<file path="src/rtl/core/line_error_test_statistics_macros.svh">
// Assertion macros shared by the line error test statistics RTL.
`ifndef LINE_ERROR_TEST_STATISTICS_MACROS_SVH
`define LINE_ERROR_TEST_STATISTICS_MACROS_SVH

// Same-cycle implication, sampled on clk and disabled while rst_n is low.
`define LETS_ASSERT_IMP(lbl, ante, cons, msg) \
  lbl: assert property (@(posedge clk) disable iff (!rst_n) (ante) |-> (cons)) \
    else $error(msg);

// Next-cycle implication, sampled on clk and disabled while rst_n is low.
`define LETS_ASSERT_NXT(lbl, ante, cons, msg) \
  lbl: assert property (@(posedge clk) disable iff (!rst_n) (ante) |=> (cons)) \
    else $error(msg);

`endif

</file>
<file path="src/rtl/core/lets_pkg.sv">
// Shared widths, codes, types and helpers for the line error test statistics block.
package lets_pkg;

  localparam int ACT_WIDTH   = 3;
  localparam int DUR_WIDTH   = 14;
  localparam int ERROR_WIDTH = 16;
  localparam int COUNT_WIDTH = 16;
  localparam int SUM_WIDTH   = 32;
  localparam int MEAN_WIDTH  = 16;

  // Action codes; codes above READ behave as a read.
  localparam logic [ACT_WIDTH-1:0] ACT_START  = ACT_WIDTH'(0);
  localparam logic [ACT_WIDTH-1:0] ACT_SAMPLE = ACT_WIDTH'(1);
  localparam logic [ACT_WIDTH-1:0] ACT_TICK   = ACT_WIDTH'(2);
  localparam logic [ACT_WIDTH-1:0] ACT_STOP   = ACT_WIDTH'(3);
  localparam logic [ACT_WIDTH-1:0] ACT_READ   = ACT_WIDTH'(4);

  localparam logic [DUR_WIDTH-1:0] MIN_DURATION_MS = DUR_WIDTH'(200);
  localparam logic [DUR_WIDTH-1:0] MAX_DURATION_MS = DUR_WIDTH'(10000);
  localparam logic [DUR_WIDTH-1:0] ELAPSED_MAX     = {DUR_WIDTH{1'b1}};
  localparam logic [COUNT_WIDTH-1:0] COUNT_MAX     = {COUNT_WIDTH{1'b1}};

  // The mean never exceeds the largest possible absolute error.
  localparam logic [SUM_WIDTH-1:0] MEAN_CAP = SUM_WIDTH'(1) << (ERROR_WIDTH - 1);

  // Divider runs one quotient bit per cycle over the whole sum.
  localparam int DIV_STEPS = SUM_WIDTH;
  localparam int DIV_CNT_W = $clog2(DIV_STEPS);

  // Per-transaction flags produced by the statistics update.
  typedef struct packed {
    logic status;
    logic done;
  } lets_evt_t;

  // Snapshot of the statistics registers.
  typedef struct packed {
    logic                          active;
    logic                          completed;
    logic [COUNT_WIDTH-1:0]        taken;
    logic [COUNT_WIDTH-1:0]        found;
    logic [COUNT_WIDTH-1:0]        lost;
    logic [COUNT_WIDTH-1:0]        crossings;
    logic [SUM_WIDTH-1:0]          abs_total;
    logic signed [ERROR_WIDTH-1:0] smallest;
    logic signed [ERROR_WIDTH-1:0] largest;
  } lets_snap_t;

  // Saturating increment of a count.
  function automatic logic [COUNT_WIDTH-1:0] sat_inc(input logic [COUNT_WIDTH-1:0] c);
    sat_inc = (c == COUNT_MAX) ? c : c + COUNT_WIDTH'(1);
  endfunction

endpackage

</file>
<file path="src/rtl/core/lets_stats.sv">
// Statistics registers and their per-action update.
module lets_stats (
  input  logic                                     clk,
  input  logic                                     rst_n,
  input  logic                                     accept,
  input  logic [lets_pkg::ACT_WIDTH-1:0]           action,
  input  logic [lets_pkg::DUR_WIDTH-1:0]           length_ms,
  input  logic                                     line_found,
  input  logic signed [lets_pkg::ERROR_WIDTH-1:0]  error_sample,
  output lets_pkg::lets_evt_t                      evt,
  output lets_pkg::lets_snap_t                     snap
);

  localparam int EW = lets_pkg::ERROR_WIDTH;
  localparam int SW = lets_pkg::SUM_WIDTH;

  logic                                 armed_r, armed_nxt;
  logic                                 finished_r, finished_nxt;
  logic [lets_pkg::DUR_WIDTH-1:0]       elapsed_r, elapsed_nxt;
  logic [lets_pkg::DUR_WIDTH-1:0]       length_r, length_nxt;
  logic [lets_pkg::COUNT_WIDTH-1:0]     taken_r, taken_nxt;
  logic [lets_pkg::COUNT_WIDTH-1:0]     found_r, found_nxt;
  logic [lets_pkg::COUNT_WIDTH-1:0]     lost_r, lost_nxt;
  logic [lets_pkg::COUNT_WIDTH-1:0]     cross_r, cross_nxt;
  logic [SW-1:0]                        sum_r, sum_nxt;
  logic signed [EW-1:0]                 min_r, min_nxt;
  logic signed [EW-1:0]                 max_r, max_nxt;
  logic signed [EW-1:0]                 last_r, last_nxt;

  logic [EW:0]                          err_ext;
  logic [EW:0]                          mag;
  logic [SW:0]                          sum_wide;
  logic [SW-1:0]                        sum_sat;
  logic [lets_pkg::DUR_WIDTH-1:0]       elapsed_inc;
  logic                                 dur_bad;
  logic                                 e_neg, e_pos, last_neg, last_pos;

  // Magnitude of the error and the saturated running sum.
  assign err_ext     = {error_sample[EW-1], error_sample};
  assign mag         = err_ext[EW] ? (~err_ext + (EW+1)'(1)) : err_ext;
  assign sum_wide    = {1'b0, sum_r} + (SW+1)'(mag);
  assign sum_sat     = sum_wide[SW] ? {SW{1'b1}} : sum_wide[SW-1:0];
  assign elapsed_inc = (elapsed_r == lets_pkg::ELAPSED_MAX) ? elapsed_r
                                                            : elapsed_r + 1'b1;
  assign dur_bad     = (length_ms < lets_pkg::MIN_DURATION_MS) ||
                       (length_ms > lets_pkg::MAX_DURATION_MS);
  assign e_neg       = error_sample[EW-1];
  assign e_pos       = !error_sample[EW-1] && (error_sample != '0);
  assign last_neg    = last_r[EW-1];
  assign last_pos    = !last_r[EW-1] && (last_r != '0);

  // Next state for the accepted action.
  always_comb begin
    armed_nxt    = armed_r;
    finished_nxt = finished_r;
    elapsed_nxt  = elapsed_r;
    length_nxt   = length_r;
    taken_nxt    = taken_r;
    found_nxt    = found_r;
    lost_nxt     = lost_r;
    cross_nxt    = cross_r;
    sum_nxt      = sum_r;
    min_nxt      = min_r;
    max_nxt      = max_r;
    last_nxt     = last_r;
    evt.status   = 1'b0;
    evt.done     = 1'b0;
    unique case (action)
      lets_pkg::ACT_START: begin
        if (dur_bad) begin
          evt.status = 1'b1;
        end else begin
          taken_nxt    = '0;
          found_nxt    = '0;
          lost_nxt     = '0;
          cross_nxt    = '0;
          sum_nxt      = '0;
          min_nxt      = '0;
          max_nxt      = '0;
          last_nxt     = '0;
          length_nxt   = length_ms;
          elapsed_nxt  = '0;
          finished_nxt = 1'b0;
          armed_nxt    = 1'b1;
        end
      end
      lets_pkg::ACT_SAMPLE: begin
        if (armed_r) begin
          taken_nxt = lets_pkg::sat_inc(taken_r);
          if (!line_found) begin
            lost_nxt = lets_pkg::sat_inc(lost_r);
          end else begin
            sum_nxt = sum_sat;
            if (found_r == '0) begin
              min_nxt = error_sample;
              max_nxt = error_sample;
            end else begin
              if (error_sample < min_r) min_nxt = error_sample;
              if (error_sample > max_r) max_nxt = error_sample;
              if ((e_neg && last_pos) || (e_pos && last_neg)) begin
                cross_nxt = lets_pkg::sat_inc(cross_r);
              end
            end
            last_nxt  = error_sample;
            found_nxt = lets_pkg::sat_inc(found_r);
          end
        end
      end
      lets_pkg::ACT_TICK: begin
        if (armed_r) begin
          elapsed_nxt = elapsed_inc;
          if (elapsed_inc >= length_r) begin
            armed_nxt    = 1'b0;
            finished_nxt = 1'b1;
            evt.done     = 1'b1;
          end
        end
      end
      lets_pkg::ACT_STOP: begin
        armed_nxt = 1'b0;
      end
      default: begin
        // Read and unused codes leave the state alone.
      end
    endcase
  end

  // Control flags, counters and error statistics.
  always_ff @(posedge clk) begin
    if (!rst_n) begin
      armed_r    <= 1'b0;
      finished_r <= 1'b0;
      elapsed_r  <= '0;
      length_r   <= '0;
      taken_r    <= '0;
      found_r    <= '0;
      lost_r     <= '0;
      cross_r    <= '0;
      sum_r      <= '0;
      min_r      <= '0;
      max_r      <= '0;
      last_r     <= '0;
    end else if (accept) begin
      armed_r    <= armed_nxt;
      finished_r <= finished_nxt;
      elapsed_r  <= elapsed_nxt;
      length_r   <= length_nxt;
      taken_r    <= taken_nxt;
      found_r    <= found_nxt;
      lost_r     <= lost_nxt;
      cross_r    <= cross_nxt;
      sum_r      <= sum_nxt;
      min_r      <= min_nxt;
      max_r      <= max_nxt;
      last_r     <= last_nxt;
    end
  end

  // Snapshot of the stored statistics.
  assign snap.active    = armed_r;
  assign snap.completed = finished_r;
  assign snap.taken     = taken_r;
  assign snap.found     = found_r;
  assign snap.lost      = lost_r;
  assign snap.crossings = cross_r;
  assign snap.abs_total = sum_r;
  assign snap.smallest  = min_r;
  assign snap.largest   = max_r;

endmodule

</file>
<file path="src/rtl/core/lets_div.sv">
// Bit-serial restoring divider for the mean absolute error.
`include "line_error_test_statistics_macros.svh"

module lets_div (
  input  logic                                clk,
  input  logic                                rst_n,
  input  logic                                start,
  input  logic [lets_pkg::SUM_WIDTH-1:0]      dividend,
  input  logic [lets_pkg::COUNT_WIDTH-1:0]    divisor,
  output logic                                done,
  output logic [lets_pkg::MEAN_WIDTH-1:0]     mean
);

  localparam int SW = lets_pkg::SUM_WIDTH;
  localparam int CW = lets_pkg::COUNT_WIDTH;
  localparam logic [lets_pkg::DIV_CNT_W-1:0] LAST_STEP =
    lets_pkg::DIV_CNT_W'(lets_pkg::DIV_STEPS - 1);

  logic                           busy_r, busy_nxt;
  logic                           done_r, done_nxt;
  logic                           zero_r;
  logic [lets_pkg::DIV_CNT_W-1:0] cnt_r, cnt_nxt;
  logic [CW-1:0]                  div_r;
  logic [CW-1:0]                  rem_r, rem_nxt;
  logic [SW-1:0]                  quo_r, quo_nxt;
  logic [CW:0]                    trial;
  logic [CW:0]                    diff;
  logic                           fits;

  // One trial subtraction per cycle; the dividend shifts out as quotient shifts in.
  assign trial = {rem_r, quo_r[SW-1]};
  assign diff  = trial - {1'b0, div_r};
  assign fits  = (trial >= {1'b0, div_r});

  always_comb begin
    busy_nxt = busy_r;
    cnt_nxt  = cnt_r;
    rem_nxt  = rem_r;
    quo_nxt  = quo_r;
    done_nxt = 1'b0;
    if (busy_r) begin
      rem_nxt = fits ? diff[CW-1:0] : trial[CW-1:0];
      quo_nxt = {quo_r[SW-2:0], fits};
      cnt_nxt = cnt_r + 1'b1;
      if (cnt_r == LAST_STEP) begin
        busy_nxt = 1'b0;
        done_nxt = 1'b1;
      end
    end
  end

  // Sequencing flags.
  always_ff @(posedge clk) begin
    if (!rst_n) begin
      busy_r <= 1'b0;
      done_r <= 1'b0;
      cnt_r  <= '0;
    end else if (start) begin
      busy_r <= 1'b1;
      done_r <= 1'b0;
      cnt_r  <= '0;
    end else begin
      busy_r <= busy_nxt;
      done_r <= done_nxt;
      cnt_r  <= cnt_nxt;
    end
  end

  // Operand and shift registers.
  always_ff @(posedge clk) begin
    if (start) begin
      div_r  <= divisor;
      zero_r <= (divisor == '0);
      rem_r  <= '0;
      quo_r  <= dividend;
    end else begin
      rem_r  <= rem_nxt;
      quo_r  <= quo_nxt;
    end
  end

  // Clamp the quotient; no found samples gives zero.
  always_comb begin
    priority if (zero_r) begin
      mean = '0;
    end else if (quo_r > lets_pkg::MEAN_CAP) begin
      mean = lets_pkg::MEAN_CAP[lets_pkg::MEAN_WIDTH-1:0];
    end else begin
      mean = quo_r[lets_pkg::MEAN_WIDTH-1:0];
    end
  end

  assign done = done_r;

  `LETS_ASSERT_IMP(a_no_start_busy, start, !busy_r, "divider started while busy")
  `LETS_ASSERT_IMP(a_rem_bound, busy_r && !zero_r, rem_r < div_r, "remainder not below divisor")
  `LETS_ASSERT_NXT(a_last_step, busy_r && (cnt_r == LAST_STEP) && !start, done_r && !busy_r, "divider did not finish")

endmodule

</file>
<file path="src/rtl/core/line_error_test_statistics.sv">
// Top level of the line error test statistics block.
//
// Input channel: in_valid/in_stall with in_action, in_length_ms, in_line_found and
// in_error_sample. A transaction is taken when in_valid is high and in_stall is low.
// Result channel: out_valid/out_stall with one snapshot per input transaction.
// The statistics update at the input edge; a bit-serial divider then forms the mean
// absolute error one quotient bit per cycle over the 32-bit sum.
// An accepted input passes through ST_START, the divider steps over the whole sum, the
// capture of the quotient and ST_LOAD, which loads the output register once it is free.
// One transaction is in work at a time; the block returns to idle to accept the next.
// in_stall is low only while the block is idle. The output register holds a result
// while the next transaction is accepted; if the receiver stalls longer than the
// next result takes, that result waits and in_stall stays high.
// Synchronous reset (rst_n low) clears every statistic, disarms the test and drops
// out_valid. A stalled result holds its payload until taken.
`include "line_error_test_statistics_macros.svh"

module line_error_test_statistics (
  input  logic                                     clk,
  input  logic                                     rst_n,
  input  logic                                     in_valid,
  output logic                                     in_stall,
  input  logic [lets_pkg::ACT_WIDTH-1:0]           in_action,
  input  logic [lets_pkg::DUR_WIDTH-1:0]           in_length_ms,
  input  logic                                     in_line_found,
  input  logic signed [lets_pkg::ERROR_WIDTH-1:0]  in_error_sample,
  output logic                                     out_valid,
  input  logic                                     out_stall,
  output logic                                     out_status,
  output logic                                     out_test_active,
  output logic                                     out_test_completed,
  output logic                                     out_done_event,
  output logic [lets_pkg::COUNT_WIDTH-1:0]         out_samples_taken,
  output logic [lets_pkg::COUNT_WIDTH-1:0]         out_samples_found,
  output logic [lets_pkg::COUNT_WIDTH-1:0]         out_samples_lost,
  output logic [lets_pkg::COUNT_WIDTH-1:0]         out_sign_crossings,
  output logic [lets_pkg::SUM_WIDTH-1:0]           out_absolute_error_total,
  output logic signed [lets_pkg::ERROR_WIDTH-1:0]  out_smallest_error,
  output logic signed [lets_pkg::ERROR_WIDTH-1:0]  out_largest_error,
  output logic [lets_pkg::MEAN_WIDTH-1:0]          out_mean_absolute_error
);

  localparam logic [1:0] ST_IDLE  = 2'd0;
  localparam logic [1:0] ST_START = 2'd1;
  localparam logic [1:0] ST_DIV   = 2'd2;
  localparam logic [1:0] ST_LOAD  = 2'd3;

  logic [1:0]                         state_r, state_nxt;
  logic                               in_take;
  logic                               out_free;
  logic                               load;
  logic                               div_done;
  logic [lets_pkg::MEAN_WIDTH-1:0]    div_mean;
  logic [lets_pkg::MEAN_WIDTH-1:0]    mean_r;
  lets_pkg::lets_evt_t                evt;
  lets_pkg::lets_evt_t                evt_r;
  lets_pkg::lets_snap_t               snap;
  logic                               out_valid_r;
  lets_pkg::lets_evt_t                out_evt_r;
  lets_pkg::lets_snap_t               out_snap_r;
  logic [lets_pkg::MEAN_WIDTH-1:0]    out_mean_r;

  assign in_stall = (state_r != ST_IDLE);
  assign in_take  = in_valid && !in_stall;
  assign out_free = !out_valid_r || !out_stall;
  assign load     = (state_r == ST_LOAD) && out_free;

  lets_stats u_stats (
    .clk          (clk),
    .rst_n        (rst_n),
    .accept       (in_take),
    .action       (in_action),
    .length_ms    (in_length_ms),
    .line_found   (in_line_found),
    .error_sample (in_error_sample),
    .evt          (evt),
    .snap         (snap)
  );

  lets_div u_div (
    .clk      (clk),
    .rst_n    (rst_n),
    .start    (state_r == ST_START),
    .dividend (snap.abs_total),
    .divisor  (snap.found),
    .done     (div_done),
    .mean     (div_mean)
  );

  // Transaction sequencer.
  always_comb begin
    state_nxt = state_r;
    unique case (state_r)
      ST_IDLE:  if (in_take) state_nxt = ST_START;
      ST_START: state_nxt = ST_DIV;
      ST_DIV:   if (div_done) state_nxt = ST_LOAD;
      ST_LOAD:  if (out_free) state_nxt = ST_IDLE;
      default:  state_nxt = ST_IDLE;
    endcase
  end

  always_ff @(posedge clk) begin
    if (!rst_n) begin
      state_r     <= ST_IDLE;
      out_valid_r <= 1'b0;
    end else begin
      state_r <= state_nxt;
      if (load) begin
        out_valid_r <= 1'b1;
      end else if (out_valid_r && !out_stall) begin
        out_valid_r <= 1'b0;
      end
    end
  end

  // Per-transaction flags, quotient and the output register.
  always_ff @(posedge clk) begin
    if (in_take) evt_r <= evt;
    if (div_done) mean_r <= div_mean;
    if (load) begin
      out_evt_r  <= evt_r;
      out_snap_r <= snap;
      out_mean_r <= mean_r;
    end
  end

  assign out_valid                = out_valid_r;
  assign out_status               = out_evt_r.status;
  assign out_done_event           = out_evt_r.done;
  assign out_test_active          = out_snap_r.active;
  assign out_test_completed       = out_snap_r.completed;
  assign out_samples_taken        = out_snap_r.taken;
  assign out_samples_found        = out_snap_r.found;
  assign out_samples_lost         = out_snap_r.lost;
  assign out_sign_crossings       = out_snap_r.crossings;
  assign out_absolute_error_total = out_snap_r.abs_total;
  assign out_smallest_error       = out_snap_r.smallest;
  assign out_largest_error        = out_snap_r.largest;
  assign out_mean_absolute_error  = out_mean_r;

  `LETS_ASSERT_NXT(a_take_starts_div, in_take, state_r == ST_START, "accepted item did not start")
  `LETS_ASSERT_IMP(a_done_in_div, div_done, state_r == ST_DIV, "divider result outside wait")
  `LETS_ASSERT_NXT(a_out_hold, out_valid_r && out_stall, out_valid_r, "stalled result dropped")

endmodule

</file>
<file path="config.mk">
export PLATFORM = sky130hd
export DESIGN_NAME = line_error_test_statistics
export DESIGN_NICKNAME = d
export VERILOG_FILES = /design/src/rtl/core/lets_pkg.sv /design/src/rtl/core/lets_stats.sv /design/src/rtl/core/lets_div.sv /design/src/rtl/core/line_error_test_statistics.sv
export VERILOG_INCLUDE_DIRS = /design/src /design/src/rtl/core
export SDC_FILE = /design/constraint.sdc
export NUM_CORES = 1
export LEC_CHECK = 0
export ABC_CLOCK_PERIOD_IN_PS = 18400
export BUFFER_PORTS_ARGS = -buffer_cell sky130_fd_sc_hd__buf_2
export CAP_MARGIN = 10
export CORE_AREA = 2 2 270 192
export DETAILED_ROUTE_END_ITERATION = 7
export DIE_AREA = 0 0 272 194
export SYNTH_ARGS = -nofsm -noshare
export SYNTH_HDL_FRONTEND = slang
export SYNTH_HIERARCHICAL = 1
export SYNTH_SLANG_ARGS = --single-unit
</file>
<file path="constraint.sdc">
create_clock -name clk -period 18.4 [get_ports clk]
set_clock_uncertainty 0.2 [all_clocks]
set_input_delay 2.76 -clock clk [delete_from_list [all_inputs] [get_ports clk]]
set_output_delay 2.76 -clock clk [all_outputs]
set_load 0.05 [all_outputs]
</file>
=== Word level (Yosys, flattened, before mapping) ===
Index checks and enable logic that the tools add are counted.

* Mux-type cells: 65
* $add $sub $neg: 9
* Bitwise gates (word level): 4
* Equal/unequal tests: 29
* $lt $le $gt $ge: 7
* Reduce and logical (&&, ||, !) cells: 42

{| class="wikitable"
|+ Operator list
! kind !! count
|-
| $mux 16 || 26
|-
| $pmux 16 s2 || 7
|-
| $mux 32 || 6
|-
| $add 16x1->16 const B || 4
|-
| $eq 16x16->1 const B || 4
|-
| $pmux 32 s2 || 1
|-
| $mux 14 || 3
|-
| $add 32x17->33 || 1
|-
| $gt 32x16->1 const B || 1
|-
| $reduce_bool 16->1 || 2
|-
| $pmux 14 s2 || 1
|-
| $reduce_and 6->1 || 4
|-
| $ne 2x2->1 const B || 10
|-
| $add 17x1->17 const B || 1
|-
| $ge 17x16->1 || 1
|-
| $mux 17 || 1
|-
| $not 17->17 || 1
|-
| $gt 16x16->1 || 1
|-
| $logic_not 16->1 || 1
|-
| $lt 16x16->1 || 1
|-
| $sub 16x16->16 || 1
|-
| $reduce_and 5->1 || 3
|-
| $add 14x1->14 const B || 1
|-
| $eq 14x14->1 const B || 1
|-
| 30 further kinds || 73
|}

* Bits in registers: 415

=== Depth between registers and ports, before layout ===
* Depth in word-level cells: 9
* Depth in mapped cells: 16
* Gate-level depth less buffers: 15

=== Hierarchy ===
The synthesis kept the hierarchy.

{| class="wikitable"
|+ By module, submodules not included
! module !! instances !! area an instance (sq um) !! cells each !! seq. area each (sq um)
|-
| lets_stats || 1 || 10187.3 || 1259 || 3483.3
|-
| line_error_test_statistics || 1 || 5186.2 || 189 || 5044.8
|-
| lets_div || 1 || 3948.8 || 356 || 1931.9
|}

=== Least setup slack after synthesis ===
No wires, ideal clock.

* Path type: input -> register
* Start point: in out_stall
* End point: reg out_snap_r, in the netlist out_absolute_error_total[0], enable pin
* Setup slack: 8.120 ns
* Cell stages on the path: 2
* Arrival: 9.406 ns
* Required time: 17.526 ns
* Path buffers: 0
* Cell sequence: and2_4 -> nor2b_1

* Cells in the longest elaborated chain, start to end: 3

{| class="wikitable"
|+ RTL lines
! what !! RTL line !! text
|-
| start, declared || line_error_test_statistics.sv:28 || <nowiki>input logic out_stall,</nowiki>
|-
| $logic_not 1->1 || line_error_test_statistics.sv:65 || <nowiki>assign out_free = !out_valid_r || !out_stall;</nowiki>
|-
| $logic_or 1x1->1 || line_error_test_statistics.sv:65 ||
|-
| $logic_and 1x1->1 || line_error_test_statistics.sv:66 || <nowiki>assign load = (state_r == ST_LOAD) && out_free;</nowiki>
|-
| net load || line_error_test_statistics.sv:51 || <nowiki>logic load;</nowiki>
|-
| end signal, assigned || line_error_test_statistics.sv:122 || <nowiki>out_snap_r <= snap;</nowiki>
|-
| end, declared || line_error_test_statistics.sv:60 || <nowiki>lets_pkg::lets_snap_t out_snap_r;</nowiki>
|}

The timed path passes the listed nets, and every way through them passes these cells.
A chain may end at the register's enable or synchronous reset.

=== Worst setup path in the final report ===
* Start point: in in_error_sample[1] (netlist name)
* End point: reg u_stats.sum_r[2]

* Cells in the longest elaborated chain, start to end: 8

{| class="wikitable"
|+ RTL lines
! what !! RTL line !! text
|-
| start, declared || line_error_test_statistics.sv:26 || <nowiki>input logic signed [lets_pkg::ERROR_WIDTH-1:0] in_error_sample,</nowiki>
|-
| $not 17->17 || lets_stats.sv:40 || <nowiki>assign mag = err_ext[EW] ? (~err_ext + (EW+1)'(1)) : err_ext;</nowiki>
|-
| $add 17x1->17 || lets_stats.sv:40 ||
|-
| $mux 17 * || lets_stats.sv:40 ||
|-
| $add 32x17->33 * || lets_stats.sv:41 || <nowiki>assign sum_wide = {1'b0, sum_r} + (SW+1)'(mag);</nowiki>
|-
| $mux 32 * || lets_stats.sv:42 || <nowiki>assign sum_sat = sum_wide[SW] ? {SW{1'b1}} : sum_wide[SW-1:0];</nowiki>
|-
| $mux 32 * || lets_stats.sv:90 || <nowiki>if (!line_found) begin</nowiki>
|-
| $mux 32 * || lets_stats.sv:88 || <nowiki>if (armed_r) begin</nowiki>
|-
| $pmux 32 s2 * || lets_stats.sv:68 || <nowiki>unique case (action)</nowiki>
|-
| end signal, assigned || lets_stats.sv:152 || <nowiki>sum_r <= sum_nxt;</nowiki>
|-
| end, declared || lets_stats.sv:25 || <nowiki>logic [SW-1:0] sum_r, sum_nxt;</nowiki>
|}

Every way passes the cells marked *; elsewhere a longest branch is shown, timed or not. The select of a mux whose other input is x is not followed.

==> reports/metrics.cfg <==
[run_status]
outcome = finished clean

[critical_path]
critical_path.top_delay_family = simple AND/OR/NAND/NOR gates
crit_arrival_ns = 6.77
cp_max_fo = 16
crit_slowest_cell = a21boi_2
cp-start-kind = primary input
slowest_delay_ns = 0.66
r2r_setup_slack_ns = 14.18
crit_buf_inv = 1
crit_type = primary input to register
end_kind = register
required_ns = 18.69
worstPathCellList = buf_2 -> or3_1 -> nand2b_1 -> or2_2 -> o41ai_1 -> xnor2_1 -> ha_1 -> nand4_1 -> nor3_1 -> o2111ai_2 -> a21boi_2 -> nand2_1 -> a21boi_0

[sta]
setup_tns_ns = 0
fmax_ghz = 0.154
hold_viol = 0
slew_viol_final = 0
period_share_pct = 35.2
relSlewSlack_pct = 25.9
worst_pin_slew_ns = 1.11
finalSetupViolCount = 0
rsz0062_at_grt = no
period_needed_ns = 6.48

[logic_synthesis]
synthCells = 1804
ys_seq_area_share_pct = 54.1
synth.largest_area_cell = edfxtp_1
yosysMostFrequentCell = edfxtp_1
syn_nets = 1935
ys_warn_count = 6
syn_avg_cell_area_um2 = 10.7
ys_ff_latch = 415
synthTopCellsByCount = 215 x edfxtp_1, 200 x dfxtp_1, 171 x nand2_1, 151 x nor2_1
async_flop_share_pct = 0
synth_area_leaders = edfxtp_1 33%, dfxtp_1 21%, ha_1 5.9%
synthFlopType = edfxtp_1
synth_edf_count = 215
synth.top_cell.area_share_pct = 33.4
synth.distinct_cells = 85
syn_area_um2 = 19300

[min_path]
min_path_type = register to register

[detailed_routing]
wl_mm = 48.8
ant_nets = 0
dr.pass1.iters = 5
vias = 14200
drc = 0
drtIter0Drc = 1174
vias_per_cell = 5.26
wire_per_inst_um = 18.1

[power]
clock_power_share_pct = 33.2
power.switching_w = 0.000787
p_seq_share_pct = 44.7
power_frac_comb_pct = 22.1
leakage_nw = 8.30
vdd_drop_max_v = 0.0000715
p_int_w = 0.00178
powerDensity_nw_per_um2 = 115
switching_share_pct = 30.6

[grt]
antenna_found_initial = 1
grt_pass1_vias = 13600
grt_usage_pct = 18.3
gr-total-overflow = 0
grt_pass1_wl_mm = 77.1
grt_max_degree = 77

[clock_tree]
cts_buffer_depth = 3
cts_sinks = 415
cts_setup_buffers = 0
numCtsBuffers = 45
h-tree-depth = 2
root_buffer = clkbuf_16
clk_pin_slew_ns = 0.06
post_cts_resize_count = 0
postCtsHoldBufs = 0
clkLatencyLatePin_ns = 0.58
cts_tree = yes

[floorplan]
die_x_um = 272
die_y_um = 194
die_area_um2 = 52800
io-pin-count = 188
initial_core_util_pct = 38.5
core_area_um2 = 50200
num_rows = 69

[final_layout]
fill_cells = 4705
area_growth_pct = 15.4
stdcell_count = 2691
nNetsFinal = 2112
drive_gt1_share_pct = 16.3
diodes = 0

[place]
numPortBuffers = 187
gp_congestion = 0.882
hpwl_mm = 34.3
placed_cells_incl_taps = 2608

[run]
cap_viol_max_count = 0

## final timing paths
check	start	to	cells past startpoint
max	in_error_sample[1]	u_stats/sum_r[2]$_SDFFE_PN0P_	13
min	mean_r[13]$_DFFE_PP_	out_mean_absolute_error[13]$_DFFE_PP_	0
max reg2reg	state_r[0]$_SDFFE_PN0P_	u_stats/sum_r[26]$_SDFFE_PN0P_	10
min reg2reg	mean_r[13]$_DFFE_PP_	out_mean_absolute_error[13]$_DFFE_PP_	0
## cell families (layout without fill, tap and decap cells)
group,Yosys count,in the layout,share of synthesized area [%]
fa+ha+maj,93,93,6.10
mux,71,71,3.90
flops,415,415,54.1
compound gates,310,310,11.0
buf+inv,162,375,3.42
simple gates,650,650,16.8
xor+xnor,102,102,4.62
other cells,1,1,0.0194
## metrics by stage
step	power (W)	hold WS (ns)	worst slack, ns	utilization [%]	cell area [um2]
final	0.00257	0.215	11.92	44.5	22300
after floorplan	0.00161	0.200	8.12	-	19300
after detailed placement	0.00173	0.205	11.41	41.7	20900
after global placement	0.00172	0.207	11.58	41.7	20900
after CTS	0.00259	0.218	12.00	44.5	22300
after global routing	0.00270	0.228	11.50	44.5	22300
## metal layers
layer	vias up	part of all wire, %	GRT usage (%)
li1	6906	-	-
met1	6794	50	27.6
met2	405	42	26.7
met3	56	6.3	3.73
met4	2	1.6	4.40
met5	-	0.027	0
## power groups by stage
stage	combinational, W	clock (W)	sequential, W
2_1_floorplan	0.000395	0	0.00122
3_3_place_gp	0.000559	0	0.00117
3_5_place_dp	0.000565	0	0.00117
4_1_cts	0.000568	0.000875	0.00115
5_1_grt	0.000625	0.000915	0.00116
6_report	0.000568	0.000853	0.00115
## flip-flops by register name, summed over array words and instances (netlist names), 5 cells and up
name,count
u_stats/length_r,14
out_samples_taken,16
u_stats/sum_r,32
u_stats/max_r,16
mean_r,16
u_div/cnt_r,5
out_samples_found,16
out_absolute_error_total,32
u_div/quo_r,32
out_samples_lost,16
u_stats/min_r,16
out_mean_absolute_error,16
out_largest_error,16
u_stats/lost_r,16
u_div/div_r,16
u_stats/last_r,16
out_smallest_error,16
u_stats/taken_r,16
u_stats/elapsed_r,14
u_div/rem_r,16
u_stats/cross_r,16
out_sign_crossings,16
u_stats/found_r,16
## area by class of cell
class,instances,area (um2),area share (%)
inverters,91,342,1.53
clock buffers,65,1260,5.66
multi-input cells,1227,8230,36.9
repair buffers,201,1040,4.67
well taps,674,843,3.78
clock inverters,18,130,0.583
flip-flops and latches,415,10500,46.9
## placed cells by master, fill, tap and decap left out, types with 7 or more instances in the layout
cell       instances
nor4b_1            9
clkbuf_16         46
ha_1              90
xor2_1            19
o21a_1            10
nor3b_1            7
nor2_1           151
edfxtp_1         215
a21o_1            19
xnor2_1           83
o31ai_1            8
nor2b_1           31
or2_2              7
and3_1            14
buf_2            187
or3_1             11
mux2i_1           37
buf_4             14
o21ai_0           42
a21boi_0          29
a31oi_1            7
a211oi_1          18
a21oi_1           75
nand4_1           34
o211ai_1           9
and2_1            25
nand2b_1          20
nand3_1           54
a22oi_1           27
nor4_1            36
dfxtp_1          200
mux2_2            34
a211o_1            9
nor3_1            45
inv_1             91
nand2_1          170
clkbuf_1          15
## worst register-to-register path: cells and delay by family, from the launching register on
family                     cells  cell delay, ns
and+or+nand+nor                5            3.01
adders and majority gates      1            0.18
DFF                            1            0.34
AOI/OAI and AO/OA              1            0.11
buffers and inverters          2            0.15
muxes                          1            0.15
Power figures use the tool's default switching activity.
